$ cat src/hdl/assert_macros.svh
// Assertion helpers for the RTL.
`ifndef ASSERT_MACROS_SVH
`define ASSERT_MACROS_SVH
`ifndef ASSERT_OFF
`define ASSERT_IMPLIES(label, a, c) \
  label: assert property (@(posedge clk) disable iff (!rst_n) (a) |-> (c)) \
    else $error("assertion failed");
`define ASSERT_NEXT(label, a, c) \
  label: assert property (@(posedge clk) disable iff (!rst_n) (a) |=> (c)) \
    else $error("assertion failed");
`else
`define ASSERT_IMPLIES(label, a, c)
`define ASSERT_NEXT(label, a, c)
`endif
`endif

$ cat src/hdl/wvhe_pkg.sv
`default_nettype none
package wvhe_pkg;
  localparam int RingDepth = 64;
  localparam int SlotW = $clog2(RingDepth);
  localparam int CntW = SlotW + 1;
  localparam int CordicSteps = 18;
  localparam int AngW = 20;
  localparam int CordW = 36;
  localparam int HalfTurn = 524288;
  localparam int DivW = 56;
  localparam logic [19:0] MegaScale = 20'd1000000;
  localparam logic [2:0] AddrWindow = 3'd0;
  localparam logic KindPose = 1'b0;
  localparam logic KindRef = 1'b1;

  function automatic logic [AngW-1:0] atan_lut(input logic [4:0] i);
    logic [AngW-1:0] v;
    case (i)
      5'd0: v = 20'd131072;
      5'd1: v = 20'd77376;
      5'd2: v = 20'd40884;
      5'd3: v = 20'd20753;
      5'd4: v = 20'd10417;
      5'd5: v = 20'd5213;
      5'd6: v = 20'd2607;
      5'd7: v = 20'd1304;
      5'd8: v = 20'd652;
      5'd9: v = 20'd326;
      5'd10: v = 20'd163;
      5'd11: v = 20'd81;
      5'd12: v = 20'd41;
      5'd13: v = 20'd20;
      5'd14: v = 20'd10;
      5'd15: v = 20'd5;
      5'd16: v = 20'd3;
      5'd17: v = 20'd1;
      default: v = '0;
    endcase
    return v;
  endfunction
endpackage
`default_nettype wire

$ cat src/hdl/wvhe_rate_div.sv
`default_nettype none
// Serial scaled rate: |d|*1e6 by shift-add (one multiplier bit a cycle),
// then restoring division (one quotient bit a cycle), round and saturate.
module wvhe_rate_div import wvhe_pkg::*; (
  input  wire logic              clk,
  input  wire logic              rst_n,
  input  wire logic              start,
  input  wire logic signed [32:0] d,
  input  wire logic [39:0]       dt,
  output logic                   done,
  output logic [31:0]            rate
);
  typedef enum logic [3:0] {
    S_IDLE = 4'b0001, S_MUL = 4'b0010, S_DIV = 4'b0100, S_FIN = 4'b1000
  } st_t;
  st_t st_r;
  logic [5:0] cnt_r;
  logic neg_r;
  logic [DivW-1:0] acc_r;
  logic [DivW-1:0] mcand_r;
  logic [19:0] mplier_r;
  logic [DivW:0] rem_r;
  logic [DivW-1:0] quo_r;
  logic [40:0] den_r;
  logic [32:0] mag;
  logic [DivW:0] trial;
  logic [DivW:0] sub;
  logic [DivW-1:0] q;

  assign mag = d[32] ? 33'(-d) : 33'(d);
  // dividend is 2*mag*1e6 + dt; quotient is its floor over 2*dt
  assign trial = {rem_r[DivW-1:0], quo_r[DivW-1]};
  assign sub = trial - (DivW+1)'(den_r);
  assign q = quo_r;

  always_ff @(posedge clk) begin
    if (!rst_n) begin
      st_r <= S_IDLE;
      done <= 1'b0;
    end else begin
      done <= 1'b0;
      unique case (st_r)
        S_IDLE: if (start) begin
          st_r <= S_MUL;
          cnt_r <= '0;
          neg_r <= d[32];
          acc_r <= '0;
          mcand_r <= DivW'(mag);
          mplier_r <= MegaScale;
          den_r <= {dt, 1'b0};
        end
        S_MUL: begin
          if (mplier_r[0]) acc_r <= acc_r + mcand_r;
          mcand_r <= mcand_r << 1;
          mplier_r <= mplier_r >> 1;
          cnt_r <= cnt_r + 6'd1;
          if (cnt_r == 6'd19) begin
            st_r <= S_DIV;
            cnt_r <= '0;
          end
        end
        S_DIV: begin
          if (cnt_r == 6'd0) begin
            quo_r <= {acc_r[DivW-2:0], 1'b0} + DivW'(den_r[40:1]);
            rem_r <= '0;
            cnt_r <= 6'd1;
          end else begin
            if (!sub[DivW]) rem_r <= sub;
            else rem_r <= trial;
            quo_r <= {quo_r[DivW-2:0], ~sub[DivW]};
            cnt_r <= cnt_r + 6'd1;
            if (cnt_r == 6'(DivW)) st_r <= S_FIN;
          end
        end
        S_FIN: begin
          if (neg_r) rate <= (q > DivW'(32'h80000000)) ? 32'h80000000 : 32'(-q[31:0]);
          else rate <= (q > DivW'(32'h7FFFFFFF)) ? 32'h7FFFFFFF : q[31:0];
          done <= 1'b1;
          st_r <= S_IDLE;
        end
        default: st_r <= S_IDLE;
      endcase
    end
  end
endmodule
`default_nettype wire

$ cat config.mk
export PLATFORM = sky130hd
export DESIGN_NAME = wvhe_rate_div
export DESIGN_NICKNAME = d
export VERILOG_FILES = /design/src/hdl/assert_macros.svh /design/src/hdl/wvhe_pkg.sv /design/src/hdl/wvhe_rate_div.sv
export SDC_FILE = /design/constraint.sdc
export NUM_CORES = 1
export LEC_CHECK = 0
export BUFFER_PORTS_ARGS = -buffer_cell sky130_fd_sc_hd__buf_2
export CAP_MARGIN = 40
export CELL_PAD_IN_SITES_DETAIL_PLACEMENT = 0
export CELL_PAD_IN_SITES_GLOBAL_PLACEMENT = 1
export CORE_MARGIN = 3
export CORE_UTILIZATION = 40
export CTS_CLUSTER_DIAMETER = 100
export DETAILED_ROUTE_END_ITERATION = 12
export PLACE_DENSITY = 0.7
export SETUP_SLACK_MARGIN = 0.2
export SYNTH_ARGS = -nofsm -noshare
export SYNTH_HDL_FRONTEND = slang
export SYNTH_SLANG_ARGS = --single-unit
$ cat constraint.sdc
create_clock -name clk -period 15.8 [get_ports clk]
set_input_delay 0.79 -clock clk [delete_from_list [all_inputs] [get_ports clk]]
set_output_delay 0.79 -clock clk [all_outputs]
set_load 0.03 [all_outputs]
Word level (Yosys, flattened, before mapping) --
Index checks and enable logic that the tools add are counted.
Word-level totals: input port bits 76, bits in read-only memories 0, latch bits 0, word-level logic and storage cells 64, memories kept 0, output and inout bits 33, register bits after elaboration 328, bits in writable memories 0
Operators by class: magnitude comparators 2, reduce and logical (&&, ||, !) cells 10, shift operators 0, mux-type cells 23, div/mod/pow operators 0, equal/unequal tests 11, bitwise operators 1, add/subtract/negate cells 6, multipliers 0
Operators with widths (number):
- two-way mux 56 bit | 5
- case mux 56 bit (2 select lines) | 2
- two-way mux 32 bit | 3
- subtractor 57 x 41 -> 57 bit | 1
- adder 56 x 40 -> 56 bit | 1
- adder 56 bit | 1
- > comparator 56 x 31 -> 1 bit, second input constant | 1
- > comparator 56 x 32 -> 1 bit, second input constant | 1
- case mux 20 bit (2 select lines) | 1
- two-way mux 33 bit | 1
- negation 33 bit | 1
- negation 32 bit | 1
- two-way mux 20 bit | 1
- two-way mux 6 bit | 3
- case mux 6 bit (3 select lines) | 1
- two-way mux 4 bit | 4
- case mux 4 bit (3 select lines) | 1
- != test 2 bit, second input constant | 5
- AND reduction 3 bit | 3
- AND reduction 4 bit | 2
- adder 6 x 1 -> 6 bit, second input constant | 1
- equality test 6 x 5 -> 1 bit, second input constant | 1
- equality test 6 bit, second input constant | 1
- logical NOT 6 bit | 1
- 9 further kinds | 10

Longest topological paths before layout --
depth after elaboration 4, depth in mapped cells 14, mapped depth without buffers 14

Worst setup path after synthesis --
No wires, ideal clock.
kind flip-flop to flip-flop, from register st_r[1], to register mcand_r[0], enable pin, library setup time 0.624 ns, path buffers 1, slack 8.623 ns, arrival time 6.553 ns, clock period less this slack 7.177 ns, cell stages (with the launch flop) 5, data required time 15.176 ns, path through dfxtp_1 -> nor4b_1 -> inv_1 -> clkbuf_1 -> a21boi_0
Between the ends: cells in the longest elaborated chain, start to end 3, elaborated cells between the ends (all ways) 5, classes of those cells eq/ne: 3; reduce/logical: 2
Ends and longest elaborated chain:
- from (decl) | line wvhe_rate_div.sv:16 | st_t st_r;
- from (signal assigned) | line wvhe_rate_div.sv:38 | st_r <= S_IDLE;
- from (signal assigned) | line wvhe_rate_div.sv:44 | st_r <= S_MUL;
- from (signal assigned) | line wvhe_rate_div.sv:58 | st_r <= S_DIV;
- equality test 4 x 1 -> 1 bit / equality test 4 x 2 -> 1 bit (equally long branches) | line wvhe_rate_div.sv:42 | unique case (st_r)
- != test 2 bit (no source line) / nonzero test 2 bit (equally long branches)
- AND reduction 3 bit (no source line) (*)
- to (signal assigned) | line wvhe_rate_div.sv:48 | mcand_r <= DivW'(mag);
- to (signal assigned) | line wvhe_rate_div.sv:54 | mcand_r <= mcand_r << 1;
- to (decl) | line wvhe_rate_div.sv:20 | logic [DivW-1:0] mcand_r;
Every way passes the cells marked *; elsewhere a longest branch is shown, timed or not. A chain may end at the register's enable or synchronous reset.

Final worst setup path --
from register quo_r[0], in the netlist q[0], to register rate[18], data pin
Between the ends: cells in the longest elaborated chain, start to end 3, elaborated cells between the ends (all ways) 6, classes of those cells add/sub: 1; order compare: 2; mux: 3
Ends and longest elaborated chain:
- from (decl) | line wvhe_rate_div.sv:23 | logic [DivW-1:0] quo_r;
- from (signal assigned) | line wvhe_rate_div.sv:64 | quo_r <= {acc_r[DivW-2:0], 1'b0} + DivW'(den_r[40:1]);
- from (signal assigned) | line wvhe_rate_div.sv:70 | quo_r <= {quo_r[DivW-2:0], ~sub[DivW]};
- > comparator 56 x 31 -> 1 bit (tied with other cells) | line wvhe_rate_div.sv:77 | else rate <= (q > DivW'(32'h7FFFFFFF)) ? 32'h7FFFFFFF : q[31:0];
- two-way mux 32 bit (on tied branches) | line wvhe_rate_div.sv:77, wvhe_rate_div.sv:76
- two-way mux 32 bit (*) | line wvhe_rate_div.sv:76 | if (neg_r) rate <= (q > DivW'(32'h80000000)) ? 32'h80000000 : 32'(-q[31:0]);
- to (signal assigned) | line wvhe_rate_div.sv:76
- to (signal assigned) | line wvhe_rate_div.sv:77
- to (decl) | line wvhe_rate_div.sv:11 | output logic [31:0] rate
Marks and branches as above.

==> flow_summary.ini <==
[run_status]
outcome = finished clean

[worst_hold_path]
min_path_type = in -> reg

[setup_path]
max_stage_delay_ps = 650
reg2reg_from = q[0]
path_common_cell = or4_1
path_class = reg -> reg
critPathCapture = rate[18]
path_max_fanout = 22
path_delay_family = simple AND/OR/NAND/NOR gates
r2r-end = rate[18]
startpoint_type = flip-flop
crit_arrival_ps = 4900
rrSetupSlack_ps = 11240
ff2ff_path_depth = 10
worstPathCellList = inv_1 > ha_1 > or3b_1 > or4_1 > nor2_1 > nand4_1 > or4_1 > o21ai_2 > nand3_1 > o311ai_0
cp-startpoint = q[0]
crit_path_top_delay_cell = nand3_1
endpoint_kind = flip-flop
cp.depth = 10
critPathRequiredTime_ps = 16140
path_buf_inv = 1

[power]
switchingPower_uw = 689
pwr-share-seq = 0.437
power_frac_comb = 0.199
fin_total_pwr_uw = 2350
powerDensity_nw_per_um2 = 95.3
ir_worst_vdd_mv = 0.0623
p_int_uw = 1660
p_leak_uw = 0.00947
p_sw_frac = 0.293
power.clock.fraction = 0.364

[timing]
drv_slew = 0
skew_ps = 24.1
finalHoldViolations = 0
finalSetupViolCount = 0
finalCriticalPeriod_ps = 4560
rsz0062_at_grt = no
max_freq_mhz = 220
worst_pin_slew_ps = 867
setup_tns_ps = 0
finalCritPeriodShare = 0.288
relSlewSlack = 0.407

[finish]
post-route-util = 0.454
area.sequential_um2 = 9740
drive_above_1_share = 0.0851
multi_input_area_um2 = 11700
area_delta_synth_final_pct = 11.1
fin_nets = 2643
diodes = 0
num-fill-cells = 5227

[routing]
wl_mm = 61.3
ant_nets = 0
drc = 0
via_per_inst = 5.61
vias = 17900
drt-pass1-iter-count = 7
avgRoutedWirePerCell_um = 19.2
drtIter0Drc = 1204

[clock_network]
ctsResizeCount = 0
htree_levels = 2
cts_tree = built
insertion_delay_ps = 570
root_buffer = clkbuf_16
cts_made_buffers = 39
cts.sinks = 326
cts_hold_buffers = 0
cts.path.max_buffers = 3
post_cts_buffers = 0
path_clk_slew_ps = 60

[global_routing]
grt_pass1_vias = 17500
track_usage = 0.204
grt_pass1_wl_mm = 96.5
antenna_found_initial = 0
grt_overflow = 0
grt_max_degree = 88

[placement]
place_congestion = 0.920
dp.final_hpwl_mm = 46.1
portBuffers = 108

[floorplan]
core_um2 = 54500
start_util = 0.408
fp.dieH_um = 242
dieArea_um2 = 58500
fp.dieW_um = 242
rows = 85
pin_count = 109

[synthesis]
synth.most_common_cell = edfxtp_1
synthesis.area_um2 = 22200
avgSynthCellArea_um2 = 9.40
synth_seq_area_share = 0.438
synth_edf_count = 321
synth.area.top_cells = edfxtp_1, ha_1, o21ai_0
synthArstFlopShare = 0
yosysTopAreaCell = edfxtp_1
synth_ff_type = edfxtp_1
syn_nets = 2582
ys_seq_elements = 326
syn_inst = 2366
synth.distinct_cells = 75
synthTopCellsByCount = edfxtp_1, nand2_1, o21ai_0
yosys.area.top_type_share = 0.434
yosysWarnings = 0

[run]
maxCapViolCount = 0
==> sequential cells by signal, indices dropped and copies added (netlist names) <==
register,count
cnt_r,6
done,1
mplier_r,20
rate,32
den_r,40
q,56
neg_r,1
st_r,4
mcand_r,55
rem_r,56
acc_r,55
==> power groups by stage <==
stage	logic [uW]	registers, uW	clock network, uW
4_1_cts	467	1030	882
3_3_place_gp	460	1050	0
2_1_floorplan	344	1030	0
3_5_place_dp	466	1050	0
6_report	469	1030	856
5_1_grt	523	1030	911
==> per-stage QoR <==
stage / instance area [um2] / hold WS (ps) / cells / setup WS [ps]
final: 24700 / 403 / 3195 / 11240
after global routing: 24700 / 375 / 3195 / 10770
after CTS: 24700 / 366 / 3195 / 11250
after detailed placement: 23500 / 491 / 3125 / 11230
after global placement: 23400 / 488 / 3120 / 11310
after floorplan: 22200 / 469 / 2366 / 8620
==> final cells by class <==
cell class	instances	area share
tap	739	0.0374
clock buffer	48	0.0409
clock inverter	22	0.00674
timing repair buffer	125	0.0293
inverter	103	0.0157
sequential	326	0.394
multi-input combinational	1832	0.476
==> cell usage in the layout (no fill, tap or decap), types with 22 or more instances in the layout <==
cell and count:
nor3_1 43, nor2_1 207, ha_1 137, o31ai_1 23, mux2i_1 31, nand2_1 264, xor2_1 77, a21oi_1 177
clkbuf_16 39, xnor2_1 98, a211oi_1 22, a21o_1 72, nand2b_1 23, nand4_1 29, and3_1 22, a31oi_1 26
or3_1 23, edfxtp_1 321, nor4_1 22, buf_2 110, nand3_1 43, and2_1 52, o21ai_0 213, inv_1 102
==> worst min-delay path by stage <==
stage	slack (ps)	cells after the start	end	startpoint
after floorplan	470	1	done	st_r[2]
after detailed placement	490	1	mplier_r[18]	mplier_r[19]
after global routing	370	1	den_r[18]	dt[17]
after global placement	490	1	mplier_r[16]	mplier_r[17]
after CTS	370	1	den_r[31]	dt[30]
final	400	1	den_r[31]	dt[30]
==> logic make-up after synthesis <==
family | synth area share
AO/OA/AOI/OAI | 0.194
XOR/XNOR | 0.0689
adder cells (fa/ha/maj) | 0.0798
buffers and inverters | 0.0355
flip-flops | 0.438
multiplexers | 0.0145
AND/OR/NAND/NOR | 0.169
==> layer usage <==
layer | vias to the layer above | wire (um) | track usage | part of all wire
li1 | 8859 | - | - | -
met4 | 0 | 1350 | 0.0536 | 0.022
met1 | 8507 | 30700 | 0.309 | 0.50
met5 | - | 0 | 0 | 0
met2 | 476 | 26200 | 0.309 | 0.43
met3 | 75 | 3020 | 0.0233 | 0.049
No activity file was read; power rests on OpenSTA's default activity.
