<file path="src/hdl/assert_macros.svh">
// Assertion helpers for the RTL.
`ifndef ASSERT_MACROS_SVH
`define ASSERT_MACROS_SVH
`ifndef ASSERT_OFF
`define ASSERT_IMPLIES(label, a, c) \
  label: assert property (@(posedge clk) disable iff (!rst_n) (a) |-> (c)) \
    else $error("assertion failed");
`define ASSERT_NEXT(label, a, c) \
  label: assert property (@(posedge clk) disable iff (!rst_n) (a) |=> (c)) \
    else $error("assertion failed");
`else
`define ASSERT_IMPLIES(label, a, c)
`define ASSERT_NEXT(label, a, c)
`endif
`endif

</file>
<file path="src/hdl/wvhe_pkg.sv">
`default_nettype none
package wvhe_pkg;
  localparam int RingDepth = 64;
  localparam int SlotW = $clog2(RingDepth);
  localparam int CntW = SlotW + 1;
  localparam int CordicSteps = 18;
  localparam int AngW = 20;
  localparam int CordW = 36;
  localparam int HalfTurn = 524288;
  localparam int DivW = 56;
  localparam logic [19:0] MegaScale = 20'd1000000;
  localparam logic [2:0] AddrWindow = 3'd0;
  localparam logic KindPose = 1'b0;
  localparam logic KindRef = 1'b1;

  function automatic logic [AngW-1:0] atan_lut(input logic [4:0] i);
    logic [AngW-1:0] v;
    case (i)
      5'd0: v = 20'd131072;
      5'd1: v = 20'd77376;
      5'd2: v = 20'd40884;
      5'd3: v = 20'd20753;
      5'd4: v = 20'd10417;
      5'd5: v = 20'd5213;
      5'd6: v = 20'd2607;
      5'd7: v = 20'd1304;
      5'd8: v = 20'd652;
      5'd9: v = 20'd326;
      5'd10: v = 20'd163;
      5'd11: v = 20'd81;
      5'd12: v = 20'd41;
      5'd13: v = 20'd20;
      5'd14: v = 20'd10;
      5'd15: v = 20'd5;
      5'd16: v = 20'd3;
      5'd17: v = 20'd1;
      default: v = '0;
    endcase
    return v;
  endfunction
endpackage
`default_nettype wire

</file>
<file path="src/hdl/wvhe_cordic.sv">
`default_nettype none
// Vectoring CORDIC, one micro rotation a cycle.
module wvhe_cordic import wvhe_pkg::*; (
  input  wire logic              clk,
  input  wire logic              rst_n,
  input  wire logic              start,
  input  wire logic signed [31:0] x_in,
  input  wire logic signed [31:0] y_in,
  output logic                   done,
  output logic [AngW-1:0]        angle
);
  logic busy_r;
  logic [4:0] step_r;
  logic signed [CordW-1:0] x_r, y_r;
  logic [AngW-1:0] z_r;
  logic signed [CordW-1:0] xs, ys;

  assign xs = x_r >>> step_r;
  assign ys = y_r >>> step_r;
  assign angle = z_r;

  always_ff @(posedge clk) begin
    if (!rst_n) begin
      busy_r <= 1'b0;
      done <= 1'b0;
    end else begin
      done <= 1'b0;
      if (start) begin
        step_r <= '0;
        if (x_in == 0 && y_in == 0) begin
          z_r <= '0;
          done <= 1'b1;
        end else begin
          busy_r <= 1'b1;
          if (x_in < 0) begin
            x_r <= -CordW'(x_in);
            y_r <= -CordW'(y_in);
            z_r <= AngW'(HalfTurn);
          end else begin
            x_r <= CordW'(x_in);
            y_r <= CordW'(y_in);
            z_r <= '0;
          end
        end
      end else if (busy_r) begin
        if (!y_r[CordW-1]) begin
          x_r <= x_r + ys;
          y_r <= y_r - xs;
          z_r <= z_r + atan_lut(step_r);
        end else begin
          x_r <= x_r - ys;
          y_r <= y_r + xs;
          z_r <= z_r - atan_lut(step_r);
        end
        step_r <= step_r + 5'd1;
        if (step_r == 5'(CordicSteps - 1)) begin
          busy_r <= 1'b0;
          done <= 1'b1;
        end
      end
    end
  end
endmodule
`default_nettype wire

</file>
<file path="config.mk">
export PLATFORM = sky130hd
export DESIGN_NAME = wvhe_cordic
export DESIGN_NICKNAME = d
export VERILOG_FILES = /design/src/hdl/assert_macros.svh /design/src/hdl/wvhe_pkg.sv /design/src/hdl/wvhe_cordic.sv
export SDC_FILE = /design/constraint.sdc
export NUM_CORES = 1
export LEC_CHECK = 0
export ABC_CLOCK_PERIOD_IN_PS = 15400
export BUFFER_PORTS_ARGS = -buffer_cell sky130_fd_sc_hd__buf_2
export CORE_UTILIZATION = 50
export CTS_BUF_LIST = sky130_fd_sc_hd__clkbuf_4
export CTS_CLUSTER_SIZE = 12
export DETAILED_ROUTE_END_ITERATION = 12
export PLACE_DENSITY = 0.77
export SETUP_SLACK_MARGIN = 0.1
export SYNTH_ARGS = -nofsm -noshare
export SYNTH_HDL_FRONTEND = slang
export SYNTH_SLANG_ARGS = --single-unit
</file>
<file path="constraint.sdc">
create_clock -name clk -period 15.4 [get_ports clk]
set_clock_uncertainty 0.1 [all_clocks]
set_input_delay 1.54 -clock clk [delete_from_list [all_inputs] [get_ports clk]]
set_output_delay 1.54 -clock clk [all_outputs]
set_load 0.02 [all_outputs]
</file>
==> Word-level counts from Yosys, hierarchy flattened <==
Memory sizes are Yosys's and may differ from the RTL's. A register that Yosys moved wholly into a read port is not among the register bits.
Index checks and enable logic that the tools add are counted.
{ "totals": {"rom_bits": 1152, "reg_bits": 99, "mem_bits_rw": 0, "out_inout_bits": 21, "latchBits": 0, "n_memories": 2} }
{ "mem_list": {"columns": ["name", "depth", "width", "rd", "rd_ports_with_merged_regs", "wr", "line_no", "rtl"], "rows": [
  ["(no name shown)", 32, 18, 1, 1, 0, "wvhe_pkg.sv:18", "case (i)"],
  ["(no name shown)", 32, 18, 1, 1, 0, "wvhe_pkg.sv:18", null]
]} }
{ "classes": {"magnitude_cmp": 1, "n_mux": 36, "add_sub_neg": 9, "n_mul": 0, "eq_ne": 2, "bitwise": 0, "n_div": 0, "shift": 2, "n_reduce_logical": 6} }
{ "op_table": {"columns": ["cell", "n"], "rows": [
  ["$mux 36", 10],
  ["$mux 20", 13],
  ["$add 36x36->36", 2],
  ["$neg 32->36", 2],
  ["$sshr 36x5->36", 2],
  ["$sub 36x36->36", 2],
  ["$logic_not 32->1", 2],
  ["$lt 32x1->1 const B", 1],
  ["$mux 5", 5],
  ["$add 20x20->20", 1],
  ["$sub 20x20->20", 1],
  ["$mux 1", 8],
  ["$add 5x1->5 const B", 1],
  ["$eq 5x5->1 const B", 1],
  ["$reduce_and 3->1", 1],
  ["$ne 2x2->1 const B", 1],
  ["$reduce_and 2->1", 1],
  ["$reduce_bool 2->1", 1],
  ["$logic_and 1x1->1", 1]
]} }

==> Depth between registers and ports, before layout <==
{ "depth": {"word_depth": 8, "ltp_mapped": 27, "mapped_depth_nobuf": 22} }

==> Least setup slack after synthesis <==
Ideal clock, no wire load.
{ "synth_timing": {"kind": "in2reg", "startpoint": "input y_in[0]", "endpoint": "register x_r[0] (enable)", "path_slack_ps": 8843, "arrival_time_ps": 5931, "stages": 8, "n_path_buf": 0, "setup_ps": 526, "path_cell_list": "inv_1 > ha_1 > nand4_1 > or4_1 > or3_1 > or3_1 > nor4_1 > a21oi_1"} }
{ "synth_between": {"elab_chain_len": 4} }
{ "synth_lines": {"columns": ["item", "line_no", "rtl"], "rows": [
  ["start: declaration", "wvhe_cordic.sv:8", "input wire logic signed [31:0] y_in,"],
  ["$logic_not 32->1", "wvhe_cordic.sv:30", "if (x_in == 0 && y_in == 0) begin"],
  ["$logic_and 1x1->1", "wvhe_cordic.sv:30", null],
  ["$ne 2x2->1 (no source line)", null, null],
  ["$reduce_and 3->1 (no source line)", null, null],
  ["end signal: assignment", "wvhe_cordic.sv:36", "x_r <= -CordW'(x_in);"],
  ["end signal: assignment", "wvhe_cordic.sv:40", "x_r <= CordW'(x_in);"],
  ["end signal: assignment", "wvhe_cordic.sv:47", "x_r <= x_r + ys;"],
  ["end: declaration", "wvhe_cordic.sv:14", "logic signed [CordW-1:0] x_r, y_r;"]
]} }
No other way between the ends.
A chain may end at the register's enable or synchronous reset.

==> Final worst setup path <==
{ "layout_timing": {"startpoint": "register step_r[0]", "endpoint": "register y_r[34] (data pin)"} }
{ "layout_between": {"elab_chain_len": 5, "word_cells_on_any_way": 6} }
{ "layout_lines": {"columns": ["item", "line_no", "rtl"], "rows": [
  ["start: declaration", "wvhe_cordic.sv:13", "logic [4:0] step_r;"],
  ["start signal: assignment", "wvhe_cordic.sv:55", "step_r <= step_r + 5'd1;"],
  ["$sshr 36x5->36 *", "wvhe_cordic.sv:18", "assign xs = x_r >>> step_r;"],
  ["$sub 36x36->36 / $add 36x36->36 (equally long branches)", "wvhe_cordic.sv:48, wvhe_cordic.sv:52", null],
  ["$mux 36 *", "wvhe_cordic.sv:46", "if (!y_r[CordW-1]) begin"],
  ["$mux 36 *", "wvhe_cordic.sv:45", "end else if (busy_r) begin"],
  ["$mux 36 *", "wvhe_cordic.sv:28", "if (start) begin"],
  ["end signal: assignment", "wvhe_cordic.sv:37", "y_r <= -CordW'(y_in);"],
  ["end signal: assignment", "wvhe_cordic.sv:48", "y_r <= y_r - xs;"],
  ["end signal: assignment", "wvhe_cordic.sv:52", "y_r <= y_r + xs;"],
  ["end: declaration", "wvhe_cordic.sv:14", null]
]} }
Every way passes the cells marked *; elsewhere a longest branch is shown, timed or not. The select of a mux whose other input is x is not followed.

==> flow_summary_export.csv <==
group,metric,value,unit
outcome,run_status,"complete, no violations",
setup_path,cells_traversed_along_the_worst_timing_path,"buf_4 > mux4_2 > mux2i_1 > a31oi_1 > o21ai_0 > nand3_1 > or2_2 > nor3_2 > a21oi_1 > xor2_1 > ha_1 > a21oi_1 > o21ai_0 > a21o_1 > a211oi_1 > o31ai_1 > a211o_1 > a31o_2 > xnor2_1 > o21ai_0",
cts,numClockSinks,117,
layout,fin_nets,2310,
placement,placed_cells_incl_taps,2574,
logic_synthesis,synth_area_per_cell,8.35,um^2
logic_synthesis,syn_inst,2127,
placement,place.detailed.hpwl,49.1,mm
cts,insertion_delay,0.66,ns
logic_synthesis,yosys_warnings,0,
die,row_count,68,
layout,register_area,3310,um^2
die,die_area,36300,um^2
pwr,vdd_ir_drop_max,0.103,mV
routing,wl_met1,27.2,mm
logic_synthesis,yosys.cell_types.count,96,
layout,footprint_of_the_multi_input_gates,13700,um^2
routing,drc,0,
global_route,grt_first_pass_wirelength,101,mm
global_route,grt_antenna_before_repair,4,
worst_hold_path,worstHoldPathType,"register to register",
setup_path,cpMostUsedCell,"sky130_fd_sc_hd__o21ai_0",
logic_synthesis,mappedNetlistNets,2299,
sta,timing.final.setup_violations,0,
routing,drt-initial-drc-count,2489,
routing,ant_nets,0,
logic_synthesis,dominantRegCellSynth,"sky130_fd_sc_hd__edfxtp_1",
die,initial_utilization,51.2,%
die,die_y,191,um
setup_path,crit_type,"register to register",
logic_synthesis,netlist_top_cells_count,"sky130_fd_sc_hd__nand2_1, sky130_fd_sc_hd__nor2_1, sky130_fd_sc_hd__a21oi_1, sky130_fd_sc_hd__o21ai_0, sky130_fd_sc_hd__xnor2_1",
setup_path,critical_path_buf_inv_count,1,
sta,actual_transition_at_the_worst_max_transition_pin,1.32,ns
routing,detailroute.via_count,17997,
routing,wire_per_inst,25.3,um
logic_synthesis,synth_top_cells_by_area,"sky130_fd_sc_hd__edfxtp_1, sky130_fd_sc_hd__mux4_2, sky130_fd_sc_hd__ha_1",
layout,stdcell_count,2608,
cts,cts-resized-gates,0,
sta,clock.fmax,127,MHz
logic_synthesis,netlist_area,17800,um^2
layout,area_growth_syn_to_layout,5.75,%
cts,cts_setup_buffers,0,
logic_synthesis,synth_top_area_share,16.4,%
sta,max-slew-margin-rel,11.9,%
logic_synthesis,sequential_element_share_of_the_synthesized_area,18.6,%
logic_synthesis,asyncSetResetFlopFracSynth,0,%
cts,ctsRootBufferMaster,"sky130_fd_sc_hd__clkbuf_4",
pwr,cellLeakagePower,7.24,nW
setup_path,endpoint_kind,"register",
placement,count_of_input_and_output_buffers,87,
layout,layout.cell_area.non_filler,18800,um^2
cts,clk_path_buf_depth,2,
sta,rsz0062_at_grt,"false",
logic_synthesis,synth.ff_latch_count,117,
cts,cts.clk_slew.worst_paths,0.15,ns
sta,finalMaxSlewViolations,0,
setup_path,worst_path_dominant_cell_family,"compound AO/OA/AOI/OAI gates",
die,num_io_pins,88,
placement,gpl_wtd_cong,1.05,
routing,vias_per_cell,6.90,
setup_path,crit_path_max_fanout,67,
setup_path,slowest_stage,"sky130_fd_sc_hd__buf_4",
global_route,grt_use_total,36.4,%
cts,cts_hold_buf,0,
global_route,grt_remaining_overflow,0,
routing,maxUsedRoutingLayer,"met5",
setup_path,cp-start-kind,"register",
logic_synthesis,synth_area_leader_cell,"sky130_fd_sc_hd__edfxtp_1",
placement,area_after_dpl,18500,um^2
sta,setup_total_negative_slack,0,ns
cts,cts_max_level,4,
cts,cts_tree,"built",
routing,drt-total-wl,66.0,mm
run,maxCapViolCount,0,
layout,fillCellCount,3255,
logic_synthesis,number_of_enable_flip_flop_cells_after_synthesis,97,
pwr,power_density,133,nW/um^2
routing,drt-pass1-iter-count,7,
cts,cts_buffers,17,
sta,layout_worst_path_cycle_share,51.2,%
setup_path,critPathMaxStageDelay,0.87,ns
logic_synthesis,yosysMostFrequentCell,"sky130_fd_sc_hd__nand2_1",
global_route,pin_count_of_the_biggest_net_entering_global_routing,77,
sta,report.final.hold_viol_count,0,
routing,met3RoutedLength,7.08,mm
sta,timing.final.crit_period,7.89,ns
routing,met2_length,28.6,mm
die,core_area,34700,um^2
setup_path,critical_path_required,15.70,ns
global_route,number_of_global_route_vias_before_repair,16938,
die,die_w,191,um
setup_path,crit_arrival,8.19,ns
layout,drive_gt1_share,14.1,%
[worst reg2reg max path: stages (launching register included)]
cell,delay (ns)
sky130_fd_sc_hd__edfxtp_1,0.70
sky130_fd_sc_hd__buf_4,0.87
sky130_fd_sc_hd__mux4_2,0.72
sky130_fd_sc_hd__mux2i_1,0.65
sky130_fd_sc_hd__a31oi_1,0.16
sky130_fd_sc_hd__o21ai_0,0.56
sky130_fd_sc_hd__nand3_1,0.24
sky130_fd_sc_hd__or2_2,0.39
sky130_fd_sc_hd__nor3_2,0.32
sky130_fd_sc_hd__a21oi_1,0.13
sky130_fd_sc_hd__xor2_1,0.28
sky130_fd_sc_hd__ha_1,0.31
sky130_fd_sc_hd__a21oi_1,0.20
sky130_fd_sc_hd__o21ai_0,0.18
sky130_fd_sc_hd__a21o_1,0.24
sky130_fd_sc_hd__a211oi_1,0.46
sky130_fd_sc_hd__o31ai_1,0.33
sky130_fd_sc_hd__a211o_1,0.35
sky130_fd_sc_hd__a31o_2,0.24
sky130_fd_sc_hd__xnor2_1,0.12
sky130_fd_sc_hd__o21ai_0,0.09
[per-stage QoR]
| stage | hold WS [ns] | setup slack [ns] | power, mW | utilization, % |
|---|---|---|---|---|
| 6_report | 0.397 | 7.51 | 2.50 | 54.1 |
| 5_1_grt | 0.416 | 7.13 | 2.66 | 54.1 |
| 4_1_cts | 0.394 | 7.76 | 2.45 | 54.1 |
| 3_5_place_dp | 0.370 | 7.80 | 2.17 | 53.2 |
| 3_3_place_gp | 0.362 | 7.92 | 2.14 | 53.2 |
| 2_1_floorplan | 0.347 | 8.84 | 1.74 | - |
[cells in the final DEF (no fill, tap or decap), drive strengths merged, types with 70 or more instances in the layout]
cell type and count:
xor2 70, nor2 179, mux2i 74, nand2 183, a21oi 166, mux4 73, xnor2 121, ha 102
o21ai 143, buf 121, edfxtp 97
[layer usage]
layer / GRT usage (%) / vias up
li1: - / 8160
met5: 1.51 / -
met1: 49.0 / 8531
met3: 9.07 / 208
met4: 15.5 / 6
met2: 55.0 / 1092
[final cells by class]
class	instances	share of cell area, %
tap	455	3.03
timing repair buffer	121	3.69
sequential	117	17.6
inverter	56	1.12
clock inverter	15	0.979
clock buffer	17	0.679
antenna	2	0.0266
multi-input combinational	1825	72.8
[logic make-up (layout without fill, tap and decap cells)]
| group | after synthesis | after routing | share of synthesized area [%] |
|---|---|---|---|
| multiplexers | 194 | 194 | 16.5 |
| adder cells (fa/ha/maj) | 105 | 105 | 7.52 |
| flip-flops | 117 | 117 | 18.6 |
| XOR/XNOR | 193 | 193 | 9.67 |
| other | 0 | 2 | 0 |
| buffers and inverters | 185 | 209 | 4.39 |
| AO/OA/AOI/OAI | 659 | 659 | 24.6 |
| AND/OR/NAND/NOR | 674 | 674 | 18.6 |
[report_power, final]
part	leakage [nW]	total (mW)	switching [mW]	internal (mW)
Clock	0.170	0.272	0.168	0.104
Combinational	5.97	1.68	0.984	0.694
Sequential	1.10	0.549	0.113	0.437
Total	7.24	2.50	1.26	1.23
[final timing paths]
path	start	endpoint	slack (ns)	depth (start not counted)
worst max-delay path	step_r[0]$_SDFFCE_PP0P_	y_r[34]$_DFFE_PP_	7.51	20
worst min-delay path	busy_r$_SDFFE_PN0P_	busy_r$_SDFFE_PN0P_	0.40	2
worst max register to register	step_r[0]$_SDFFCE_PP0P_	y_r[34]$_DFFE_PP_	7.51	20
worst min register to register	busy_r$_SDFFE_PN0P_	busy_r$_SDFFE_PN0P_	0.40	2
No activity file was read; power rests on OpenSTA's default activity.
